--- config.mk ---
export PLATFORM = sky130hd
export DESIGN_NAME = i2c_master_byte_sequencer
export DESIGN_NICKNAME = d
export VERILOG_FILES = /design/src/design/i2cmbs_pkg.sv /design/src/design/i2cmbs_group.sv /design/src/design/i2c_master_byte_sequencer.sv
export SDC_FILE = /design/constraint.sdc
export NUM_CORES = 1
export LEC_CHECK = 0
export ABC_AREA = 1
export BUFFER_PORTS_ARGS = -buffer_cell sky130_fd_sc_hd__buf_2
export CORE_MARGIN = 8
export CORE_UTILIZATION = 40
export DETAILED_ROUTE_END_ITERATION = 8
export GPL_ROUTABILITY_DRIVEN = 0
export PLACE_DENSITY = 0.62
export RECOVER_POWER = 25
export SETUP_SLACK_MARGIN = 0.3
export SYNTH_ARGS = -nofsm -noshare
export SYNTH_HDL_FRONTEND = slang
export SYNTH_SLANG_ARGS = --single-unit
--- constraint.sdc ---
create_clock -name clk -period 4.2 [get_ports clk]
set_input_delay 0.42 -clock clk [delete_from_list [all_inputs] [get_ports clk]]
set_output_delay 0.42 -clock clk [all_outputs]
set_load 0.01 [all_outputs]
--- src/design/i2cmbs_pkg.sv ---
package i2cmbs_pkg;

  // Command codes carried in each request.
  localparam logic [2:0] CMD_NONE  = 3'd0;
  localparam logic [2:0] CMD_START = 3'd1;
  localparam logic [2:0] CMD_STOP  = 3'd2;
  localparam logic [2:0] CMD_WRITE = 3'd3;
  localparam logic [2:0] CMD_READ  = 3'd4;

  localparam int BYTE_BITS = 8;
  localparam int STEP_W    = 6;

  // Step numbers that mark the end of the bit loops.
  localparam logic [STEP_W-1:0] WR_RELEASE_STEP = STEP_W'(3 * BYTE_BITS);
  localparam logic [STEP_W-1:0] WR_ACK_STEP     = STEP_W'(3 * BYTE_BITS + 1);
  localparam logic [STEP_W-1:0] RD_ACK_STEP     = STEP_W'(2 * BYTE_BITS);
  localparam logic [STEP_W-1:0] RD_CLK_STEP     = STEP_W'(2 * BYTE_BITS + 1);
  localparam logic [STEP_W-1:0] STOP_DONE_STEP  = STEP_W'(4);

  localparam logic [15:0] PHASE_TICKS_RESET = 16'd250;

  // Configuration register addresses (word index taken from the byte address).
  localparam logic REG_PHASE_TICKS = 1'b0;

  typedef struct packed {
    logic [STEP_W-1:0]    step;
    logic [2:0]           cmd;
    logic [BYTE_BITS-1:0] shift;
    logic                 ack_choice;
    logic                 scl;
    logic                 sda;
    logic                 sda_en;
    logic                 nack;
    logic [BYTE_BITS-1:0] read_hold;
  } seq_state_t;

  // Residue modulo 3 of a step number: 2^k mod 3 alternates 1, 2.
  function automatic logic [1:0] mod3_step(input logic [STEP_W-1:0] v);
    logic [3:0] sum;
    logic [1:0] res;
    sum = 4'(v[0]) + 4'(v[2]) + 4'(v[4])
        + 4'({v[1], 1'b0}) + 4'({v[3], 1'b0}) + 4'({v[5], 1'b0});
    unique case (sum)
      4'd0, 4'd3, 4'd6, 4'd9: res = 2'd0;
      4'd1, 4'd4, 4'd7:       res = 2'd1;
      4'd2, 4'd5, 4'd8:       res = 2'd2;
      default:                res = 2'd0;
    endcase
    return res;
  endfunction

endpackage

--- src/design/i2cmbs_group.sv ---
module i2cmbs_group (
  input  i2cmbs_pkg::seq_state_t st,
  input  logic                   sda_in,
  output i2cmbs_pkg::seq_state_t st_out,
  output logic                   fin
);
  import i2cmbs_pkg::*;

  logic [1:0] phase;

  assign phase = mod3_step(st.step);

  // Applies the pin actions of the group selected by command and step.
  always_comb begin
    st_out = st;
    fin    = 1'b0;
    unique case (st.cmd)
      CMD_START: begin
        unique case (st.step)
          6'd0:    st_out.sda = 1'b1;
          6'd1:    st_out.scl = 1'b1;
          6'd2:    st_out.sda = 1'b0;
          6'd3:    st_out.scl = 1'b0;
          default: fin = 1'b1;
        endcase
      end
      CMD_STOP: begin
        if (st.step >= STOP_DONE_STEP) begin
          fin = 1'b1;
        end else begin
          unique case (st.step[1:0])
            2'd1:    st_out.sda = 1'b0;
            2'd2:    st_out.scl = 1'b1;
            2'd3:    st_out.sda = 1'b1;
            default: st_out.sda = st.sda;
          endcase
        end
      end
      CMD_WRITE: begin
        if (st.step < WR_RELEASE_STEP) begin
          unique case (phase)
            2'd0: begin
              if (st.step == '0) begin
                st_out.sda_en = 1'b1;
              end else begin
                st_out.shift = {st.shift[BYTE_BITS-2:0], 1'b0};
              end
              st_out.scl = 1'b0;
            end
            2'd1:    st_out.sda = st.shift[BYTE_BITS-1];
            default: st_out.scl = 1'b1;
          endcase
        end else if (st.step == WR_RELEASE_STEP) begin
          st_out.sda_en = 1'b0;
          st_out.scl    = 1'b0;
        end else if (st.step == WR_ACK_STEP) begin
          st_out.scl  = 1'b1;
          st_out.nack = sda_in;
          fin         = sda_in;
        end else begin
          st_out.scl    = 1'b0;
          st_out.sda_en = 1'b1;
          fin           = 1'b1;
        end
      end
      CMD_READ: begin
        if (st.step == '0) begin
          st_out.sda_en = 1'b0;
        end else if (st.step < RD_ACK_STEP) begin
          if (st.step[0]) begin
            st_out.shift = {st.shift[BYTE_BITS-2:0], sda_in};
            st_out.scl   = 1'b1;
          end else begin
            st_out.scl = 1'b0;
          end
        end else if (st.step == RD_ACK_STEP) begin
          st_out.scl    = 1'b0;
          st_out.sda_en = 1'b1;
          st_out.sda    = ~st.ack_choice;
        end else if (st.step == RD_CLK_STEP) begin
          st_out.scl = 1'b1;
        end else begin
          st_out.scl       = 1'b0;
          st_out.read_hold = st.shift;
          fin              = 1'b1;
        end
      end
      default: fin = 1'b1;
    endcase
  end

endmodule

--- src/design/i2c_master_byte_sequencer.sv ---
// Byte-level I2C master sequencer. Each request on the in_ stream is one tick of time: it may
// carry a command (start, stop, write byte, read byte) that is taken only while the sequencer
// is idle, together with the sampled SDA level. Every request yields exactly one result on the
// out_ stream with the SCL/SDA levels to drive, the SDA drive enable, busy, a one-tick done
// flag, the last read byte and the acknowledge status of the last write. Consecutive pin
// actions of a command are spaced by phase_ticks ticks (APB register at byte address 0, reset
// 250, zero acts as one); write it only while no request is in flight, and a write during a
// command takes effect at the next wait comparison. The block takes one request per clock
// cycle while in_tready is high and presents its result on out_tdata through one input
// register and one result register, with the whole tick update (timer, step decoder, shift
// register) in between. A stalled result stops the input register from advancing, and
// in_tready drops only when both stages are full and the result is stalled.
module i2c_master_byte_sequencer #(
  parameter int TIMER_WIDTH = 16
) (
  input  logic        clk,
  input  logic        rst_n,
  // in_tdata, lowest bit up: command[2:0], data_byte[10:3], send_ack[11], sda_in[12], zero
  input  logic        in_tvalid,
  output logic        in_tready,
  input  logic [15:0] in_tdata,
  // out_tdata, lowest bit up: scl_level[0], sda_level[1], sda_drive_enable[2], busy_res[3],
  // done_res[4], read_data[12:5], nack_received[13], zero
  output logic        out_tvalid,
  input  logic        out_tready,
  output logic [15:0] out_tdata,
  input  logic        cfg_psel,
  input  logic        cfg_penable,
  input  logic        cfg_pwrite,
  input  logic [2:0]  cfg_paddr,
  input  logic [31:0] cfg_pwdata,
  output logic [31:0] cfg_prdata,
  output logic        cfg_pready
);
  import i2cmbs_pkg::*;

  localparam int CW = (TIMER_WIDTH > 16) ? TIMER_WIDTH : 16;

  // Configuration register.
  logic [15:0] phase_ticks_r;

  assign cfg_pready = 1'b1;

  always_ff @(posedge clk) begin
    if (!rst_n) begin
      phase_ticks_r <= PHASE_TICKS_RESET;
    end else if (cfg_psel && cfg_penable && cfg_pwrite && cfg_pready &&
                 cfg_paddr[2] == REG_PHASE_TICKS) begin
      phase_ticks_r <= cfg_pwdata[15:0];
    end
  end

  assign cfg_prdata = (cfg_paddr[2] == REG_PHASE_TICKS) ? {16'd0, phase_ticks_r} : 32'd0;

  // Two-stage pipeline: input register, then result register.
  logic        s1_valid_r;
  logic [15:0] s1_data_r;
  logic        out_valid_r;
  logic [15:0] out_data_r;
  logic        advance;
  logic        fire;

  assign advance   = !out_valid_r || out_tready;
  assign fire      = s1_valid_r && advance;
  assign in_tready = !s1_valid_r || advance;

  always_ff @(posedge clk) begin
    if (!rst_n) begin
      s1_valid_r  <= 1'b0;
      out_valid_r <= 1'b0;
    end else begin
      if (in_tready) begin
        s1_valid_r <= in_tvalid;
      end
      if (advance) begin
        out_valid_r <= s1_valid_r;
      end
    end
  end

  always_ff @(posedge clk) begin
    if (in_tvalid && in_tready) begin
      s1_data_r <= in_tdata;
    end
  end

  // Fields of the registered request.
  logic [2:0]           in_cmd;
  logic [BYTE_BITS-1:0] in_byte;
  logic                 in_ack;
  logic                 in_sda;

  assign in_cmd  = s1_data_r[2:0];
  assign in_byte = s1_data_r[10:3];
  assign in_ack  = s1_data_r[11];
  assign in_sda  = s1_data_r[12];

  // Sequencer state.
  seq_state_t             state_r;
  seq_state_t             state_nxt;
  logic [TIMER_WIDTH-1:0] timer_r;
  logic [TIMER_WIDTH-1:0] timer_nxt;

  // Wait limit: zero counts as one, and anything beyond the timer range is clamped.
  logic [15:0]            pt_eff;
  logic [CW-1:0]          lim_wide;
  logic [CW-1:0]          mask_wide;
  logic [TIMER_WIDTH-1:0] lim;
  logic [TIMER_WIDTH-1:0] tick;

  assign pt_eff    = (phase_ticks_r == 16'd0) ? 16'd1 : phase_ticks_r;
  assign lim_wide  = CW'(pt_eff);
  assign mask_wide = CW'({TIMER_WIDTH{1'b1}});
  assign lim       = (lim_wide > mask_wide) ? TIMER_WIDTH'(mask_wide)
                                            : TIMER_WIDTH'(lim_wide);
  assign tick      = timer_r + TIMER_WIDTH'(1);

  // When idle the first group runs on the accepting tick with the freshly loaded command.
  logic       idle;
  logic       cmd_ok;
  seq_state_t grp_in;
  seq_state_t grp_out;
  logic       grp_fin;

  assign idle   = (state_r.cmd == CMD_NONE);
  assign cmd_ok = (in_cmd >= CMD_START) && (in_cmd <= CMD_READ);

  always_comb begin
    grp_in = state_r;
    if (idle) begin
      grp_in.cmd        = in_cmd;
      grp_in.shift      = (in_cmd == CMD_WRITE) ? in_byte : '0;
      grp_in.ack_choice = in_ack;
      grp_in.step       = '0;
    end
  end

  i2cmbs_group u_group (
    .st     (grp_in),
    .sda_in (in_sda),
    .st_out (grp_out),
    .fin    (grp_fin)
  );

  logic done;

  always_comb begin
    state_nxt = state_r;
    timer_nxt = timer_r;
    done      = 1'b0;
    if (idle) begin
      if (cmd_ok) begin
        state_nxt      = grp_out;
        state_nxt.step = STEP_W'(1);
        timer_nxt      = '0;
      end
    end else if (tick >= lim) begin
      timer_nxt = '0;
      state_nxt = grp_out;
      if (grp_fin) begin
        state_nxt.cmd  = CMD_NONE;
        state_nxt.step = '0;
        done           = 1'b1;
      end else begin
        state_nxt.step = state_r.step + STEP_W'(1);
      end
    end else begin
      timer_nxt = tick;
    end
  end

  always_ff @(posedge clk) begin
    if (!rst_n) begin
      state_r <= '{step: '0, cmd: CMD_NONE, shift: '0, ack_choice: 1'b0, scl: 1'b1,
                   sda: 1'b1, sda_en: 1'b1, nack: 1'b0, read_hold: '0};
      timer_r <= '0;
    end else if (fire) begin
      state_r <= state_nxt;
      timer_r <= timer_nxt;
    end
  end

  // The result register holds the pin and status view after this tick's update.
  always_ff @(posedge clk) begin
    if (fire) begin
      out_data_r <= {2'b00, state_nxt.nack, state_nxt.read_hold, done,
                     (state_nxt.cmd != CMD_NONE), state_nxt.sda_en, state_nxt.sda,
                     state_nxt.scl};
    end
  end

  assign out_tvalid = out_valid_r;
  assign out_tdata  = out_data_r;

  // A finishing tick never reports busy.
  a_done_not_busy: assert property (@(posedge clk) disable iff (!rst_n)
    out_tvalid |-> !(out_tdata[4] && out_tdata[3]))
    else $error("done reported together with busy");

  // An idle sequencer sits at step zero with a cleared timer.
  a_idle_clean: assert property (@(posedge clk) disable iff (!rst_n)
    (state_r.cmd == CMD_NONE) |-> (state_r.step == '0 && timer_r == '0))
    else $error("idle sequencer with stale step or timer");

  // The step counter never runs past the longest command.
  a_step_bound: assert property (@(posedge clk) disable iff (!rst_n)
    state_r.step <= WR_ACK_STEP + STEP_W'(1))
    else $error("sequence step out of range");

  // Done is only produced by a state update that left a busy sequencer idle.
  a_done_from_busy: assert property (@(posedge clk) disable iff (!rst_n)
    (fire && done) |=> (state_r.cmd == CMD_NONE && $past(state_r.cmd) != CMD_NONE))
    else $error("done without a finishing command");

endmodule
# ---- After elaboration in Yosys (flattened, before gate mapping)
# Memories as Yosys holds them, arrays and structs flattened.
# Index checks and enable logic that the tools add are counted.
dict set report word_totals {
  reg_bits 91
  mem_bits_ro 32
  input_bits 58
  output_inout_bits 51
  elab_cells 137
  mem_count 1
}
dict set report op_classes {
  add_sub_neg 7
  n_lt_le_gt_ge 7
  eq_ne 17
  mux 66
  n_bitwise 3
  reduce_logical 20
}
# name words width read_ports rd_clocked_by_memory_dff write_ports line_no
set memory_table {}
lappend memory_table {{(name not given)} 16 2 1 0 0 i2cmbs_pkg.sv:43} ;# unique case (sum)
# operator count
set op_table {}
lappend op_table {{$mux W16} 6}
lappend op_table {{$mux W8} 12}
lappend op_table {{$mux W30} 3}
lappend op_table {{$mux W1} 30}
lappend op_table {{$eq A6 B5 Y1 const B} 4}
lappend op_table {{$mux W18} 1}
lappend op_table {{$add A16 B1 Y16 const B} 1}
lappend op_table {{$ge A16 B16 Y1} 1}
lappend op_table {{$gt A16 B16 Y1 const B} 1}
lappend op_table {{$logic_not A16 Y1} 1}
lappend op_table {{$pmux W8 S2} 1}
lappend op_table {{$add A4 B2 Y4} 3}
lappend op_table {{$eq A6 B2 Y1 const B} 2}
lappend op_table {{$lt A6 B5 Y1 const B} 2}
lappend op_table {{$pmux W1 S2} 5}
lappend op_table {{$eq A3 B2 Y1 const B} 3}
lappend op_table {{$mux W2} 4}
lappend op_table {{$pmux W2 S4} 1}
lappend op_table {{$add A6 B1 Y6 const B} 1}
lappend op_table {{$eq A6 B1 Y1 const B} 1}
lappend op_table {{$ge A6 B3 Y1 const B} 1}
lappend op_table {{$logic_and A1 B1 Y1} 6}
lappend op_table {{$logic_not A6 Y1} 1}
lappend op_table {{$mux W6} 1}
lappend op_table {{other kinds (22)} 28}

# ---- Longest topological paths before layout
# An unclocked memory read counts as a cell.
dict set report depth {
  ltp_word 16
  depth_mapped 24
}

# ---- Cells and area by module
# A second synthesis with hierarchy kept.
dict set report unflattened {
  hier_cells 847
  area_unflattened_um2 5973.2
}
# module n_inst cells_each area_per_inst_um2 seq_area_each_um2
set modules_own_cells {}
lappend modules_own_cells {i2c_master_byte_sequencer 1 624 4784.6 2092.0}
lappend modules_own_cells {i2cmbs_group 1 223 1188.6 0.0}

# ---- Worst setup path before layout
# Ideal clock, no wire load.
dict set report synth_timing {
  path_type {register to register}
  startpoint {register state_r[21] (netlist bit)}
  endpoint {register state_r[13] (netlist bit)}
  setup_time_ns 0.117
  t_arrival_ns 3.239
  required_time_ns 4.083
  slack_ns 0.844
  stages_incl_launch_ff 22
  path_buffers 2
  cell_sequence {dfxtp_1 > nor2_4 > nand2_4 > buf_6 > buf_2 > nand2_1 > fa_1 > inv_1 > fa_1 > inv_1 > ha_1 > inv_1 > nand2_1 > nand2_1 > inv_1 > nor2_1 > a21oi_1 > nand4_2 > nand2_2 > nor2_1 > nor3_1 > nor2_1}
}
dict set report synth_via {
  elab_chain_cells 14
}
# item line_no
set synth_rtl {}
lappend synth_rtl {{start: declaration} i2c_master_byte_sequencer.sv:99} ;# seq_state_t state_r;
lappend synth_rtl {{start signal: assignment} i2c_master_byte_sequencer.sv:174} ;# state_r <= '{step: '0, cmd: CMD_NONE, shift: '0, ack_choice: 1'b0, scl: 1'b1,
lappend synth_rtl {{start signal: assignment} i2c_master_byte_sequencer.sv:178} ;# state_r <= state_nxt;
lappend synth_rtl {{$logic_not A3 Y1} i2c_master_byte_sequencer.sv:125} ;# assign idle = (state_r.cmd == CMD_NONE);
lappend synth_rtl {{$mux W18} i2c_master_byte_sequencer.sv:130} ;# if (idle) begin
lappend synth_rtl {{$add A1 B1 Y2} i2cmbs_pkg.sv:41} ;# sum = 4'(v[0]) + 4'(v[2]) + 4'(v[4])
lappend synth_rtl {{$add A4 B1 Y4} i2cmbs_pkg.sv:41}
lappend synth_rtl {{$add A4 B2 Y4 (3 in series)} i2cmbs_pkg.sv:42} ;# + 4'({v[1], 1'b0}) + 4'({v[3], 1'b0}) + 4'({v[5], 1'b0});
lappend synth_rtl {{$mem_v2 Z16 W2} n/a}
lappend synth_rtl {{$logic_not A2 Y1} i2cmbs_group.sv:41} ;# unique case (phase)
lappend synth_rtl {{$mux W8} i2cmbs_group.sv:41}
lappend synth_rtl {{$mux W8} i2cmbs_group.sv:40} ;# if (st.step < WR_RELEASE_STEP) begin
lappend synth_rtl {{$pmux W8 S2} i2cmbs_group.sv:17} ;# unique case (st.cmd)
lappend synth_rtl {{$mux W30, on equally long branches} {i2c_master_byte_sequencer.sv:157, i2c_master_byte_sequencer.sv:152}}
lappend synth_rtl {{$mux W30} i2c_master_byte_sequencer.sv:151} ;# if (idle) begin
# Parallel ways exist; a longest one is shown, timed or not. The select of a mux whose other input is x is not followed.
# A chain may end at the register's enable or synchronous reset.

# ---- Worst setup path after layout
dict set report layout_timing {
  startpoint {register timer_r[0]}
  endpoint {register out_data_r[3], in the netlist out_tdata[3], data pin}
}
dict set report layout_via {
  elab_chain_cells 5
}
# item line_no
set layout_rtl {}
lappend layout_rtl {{start: declaration} i2c_master_byte_sequencer.sv:101} ;# logic [TIMER_WIDTH-1:0] timer_r;
lappend layout_rtl {{start signal: assignment} i2c_master_byte_sequencer.sv:179} ;# timer_r <= timer_nxt;
lappend layout_rtl {{$add A16 B1 Y16} i2c_master_byte_sequencer.sv:116} ;# assign tick = timer_r + TIMER_WIDTH'(1);
lappend layout_rtl {{$ge A16 B16 Y1} i2c_master_byte_sequencer.sv:157} ;# end else if (tick >= lim) begin
lappend layout_rtl {{$mux W30} i2c_master_byte_sequencer.sv:157}
lappend layout_rtl {{$mux W30} i2c_master_byte_sequencer.sv:151}
lappend layout_rtl {{$reduce_bool A3 Y1} i2c_master_byte_sequencer.sv:187} ;# (state_nxt.cmd != CMD_NONE), state_nxt.sda_en, state_nxt.sda,
lappend layout_rtl {{end signal: assignment} i2c_master_byte_sequencer.sv:186} ;# out_data_r <= {2'b00, state_nxt.nack, state_nxt.read_hold, done,
lappend layout_rtl {{end: declaration} i2c_master_byte_sequencer.sv:59} ;# logic [15:0] out_data_r;
# Every way passes these cells. The select of a mux whose other input is x is not followed.

==> impl_metrics.json <==
{
  "status": "finished, violations left",
  "violations": "max-capacitance violations, max-slew violations",
  "syn_area_per_cell_um2": 7.37,
  "grt_max_degree": 47,
  "n_antenna_cell": 0,
  "cts.clk_slew.worst_paths_ns": 0.07,
  "cap_violations": 1,
  "grt_remaining_overflow": 0,
  "period_minus_slack_ns": 3.63,
  "dieArea_um2": 18500,
  "hold_path.class": "in2reg",
  "rsz0062_at_grt": "true",
  "power_density_nw_per_um2": 350,
  "required_ns": 4.42,
  "final_common_cell": "nand2_1",
  "cts_hold_buf": 0,
  "maxSlewViolCount": 47,
  "dr.pass1.iters": 5,
  "synth-edff-count": 27,
  "cts_tree": "built",
  "drive_above_1_share_pct": 16.7,
  "fmax_mhz": 275,
  "crit_type": "reg2reg",
  "die_x_um": 136,
  "syn_to_final_growth_pct": 12.8,
  "hold_viol": 0,
  "dieHeight_um": 136,
  "drc": 0,
  "yosysTopAreaCell": "dfxtp_1",
  "avgViaCountPerCell": 4.75,
  "whs_ns": 0.237,
  "antenna_found_initial": 0,
  "multi_input_area_um2": 3050,
  "endpoint_kind": "flip-flop",
  "yosysSeqAreaShare_pct": 36.3,
  "cp_max_fo": 8,
  "wirelength_um": 13200,
  "htreeDepth": 3,
  "fin_nets": 923,
  "start_kind": "flip-flop",
  "ys.flop_type": "dfxtp_1",
  "fin_ws_ns": 0.567,
  "p_leak_uw": 0.00312,
  "grt_pass1_wl_um": 21700,
  "track_usage_pct": 14.5,
  "worst_pin_slew_ns": 1.55,
  "setup_violations": 0,
  "post-route-period-util_pct": 86.5,
  "fin_setup_tns_ns": 0,
  "num-fill-cells": 1492,
  "ir_drop_mv": 0.235,
  "cts_buffers": 9,
  "drt_iter0_drc": 395,
  "place_ws_ns": 0.432,
  "insertion_delay_ns": 0.35,
  "wl_per_cell_um": 12.8,
  "portBuffers": 68,
  "p_total_uw": 2280,
  "hpwl_um": 9590,
  "synth_cells": 782,
  "core_um2": 14300,
  "relSlewSlack_pct": -3.49,
  "critPathArrivalTime_ns": 3.86,
  "clock-sinks": 91,
  "seq_area_um2": 2090,
  "antenna_left": 0,
  "root_buffer": "clkbuf_16",
  "skew_ns": 0.00961,
  "synthArstFlopShare_pct": 0,
  "ys_ff_latch": 91,
  "synth_top_area_share_pct": 22.2,
  "synth.cell_area_um2": 5770,
  "num_vias": 4883,
  "ys_types": 42,
  "ys_warn_count": 0,
  "pin_count": 109,
  "start_util_pct": 40.3,
  "yosys-top-cells-area": "dfxtp_1 22%, edfxtp_1 14%, nand2_1 11%",
  "rows": 44,
  "grt_pass1_vias": 4525,
  "mostFrequentLayoutCells": "166 x nand2_1, 107 x inv_1, 88 x nor2_1",
  "cts_buffer_depth": 2
}
[power by group]
group | switching (uW) | total, uW | internal [uW]
Combinational | 242 | 359 | 117
Sequential | 23.0 | 973 | 950
Clock | 358 | 944 | 587
[logic make-up (layout without fill, tap and decap cells)]
kind of cell | Yosys count | count (layout) | synth area share [%]
buf+inv | 159 | 205 | 12.3
simple gates | 363 | 363 | 30.4
other cells | 2 | 19 | 0.130
compound gates | 124 | 124 | 12.5
flops | 91 | 91 | 36.3
fa+ha+maj | 25 | 25 | 5.68
xor+xnor | 18 | 18 | 2.73
[per-layer routing]
layer  GRT usage, %  vias to the layer above  routed length (um)
li1               -                     2602                   -
met1           18.3                     2189                6080
met2           24.4                       80                6410
met3           2.77                       12                 516
met4           4.76                        0                 185
met5              0                        -                   0
[synthesized netlist by cell type (8+ instances only)]
| master | instances |
|---|---|
| nand2_1 | 166 |
| inv_1 | 106 |
| nor2_1 | 88 |
| dfxtp_1 | 64 |
| a21oi_1 | 53 |
| nand3_1 | 40 |
| edfxtp_1 | 27 |
| ha_1 | 23 |
| o21ai_0 | 20 |
| buf_4 | 19 |
| nand4_1 | 16 |
| o21ai_1 | 16 |
| nand3_2 | 13 |
| o21ai_2 | 13 |
| clkbuf_1 | 12 |
| inv_2 | 12 |
| xor2_1 | 10 |
| o211ai_1 | 9 |
| nor2_2 | 8 |
| xnor2_1 | 8 |
[sequential cells by signal, summed over array words and instances, names as in the netlist]
register,flops
grp_in,12
out_tdata,14
out_tvalid,1
phase_ticks_r,16
s1_data_r,13
s1_valid_r,1
state_r,18
timer_r,16
[final timing paths]
kind / from / to / slack, ns / cells after the start
setup / recovery: timer_r[0]$_SDFFE_PN0P_ / out_tdata[3]$_DFFE_PP_ / 0.57 / 20
hold / removal: in_tdata[8] / s1_data_r[8]$_DFFE_PP_ / 0.24 / 1
setup reg to reg: timer_r[0]$_SDFFE_PN0P_ / out_tdata[3]$_DFFE_PP_ / 0.57 / 20
hold reg to reg: timer_r[1]$_SDFFE_PN0P_ / timer_r[1]$_SDFFE_PN0P_ / 0.48 / 2
[layout make-up]
class / count / share of cell area, %
Clock buffer: 9 / 3.46
Clock inverter: 7 / 1.92
Inverter: 118 / 6.83
Multi-Input combinational cell: 549 / 46.8
Sequential cell: 91 / 32.2
Tap cell: 184 / 3.54
Timing Repair Buffer: 71 / 5.23
[worst max-delay path, stage by stage, from the launching register on]
cell	delay, ns
dfxtp_1	0.41
ha_1	0.21
nand2_1	0.07
nor2_1	0.18
nand3_1	0.15
nor2_1	0.11
nand2_1	0.10
nor2_2	0.16
nand4_1	0.12
xnor2_1	0.17
ha_1	0.28
nand2_1	0.07
nor3_1	0.34
nand3_1	0.21
nand3_2	0.21
nand2_1	0.11
inv_1	0.28
nand3_2	0.14
nand2_1	0.08
nor2_1	0.04
nand2_1	0.05
[what timing repair did]
| action | 4_1_cts | 5_1_grt |
|---|---|---|
| buffers inserted | 0 | 1 |
| setup endpoints to repair | 0 | 37 |
| gates resized for setup | 0 | 4 |
[stage by stage]
stage	cells	instance area, um2	util [%]
finish	1029	6500	45.4
global route	1029	6500	45.4
CTS	1028	6500	45.4
detailed placement	1012	6150	43.0
global placement	1012	6150	43.0
floorplan	799	5830	-
No activity file was read; power rests on OpenSTA's default activity.
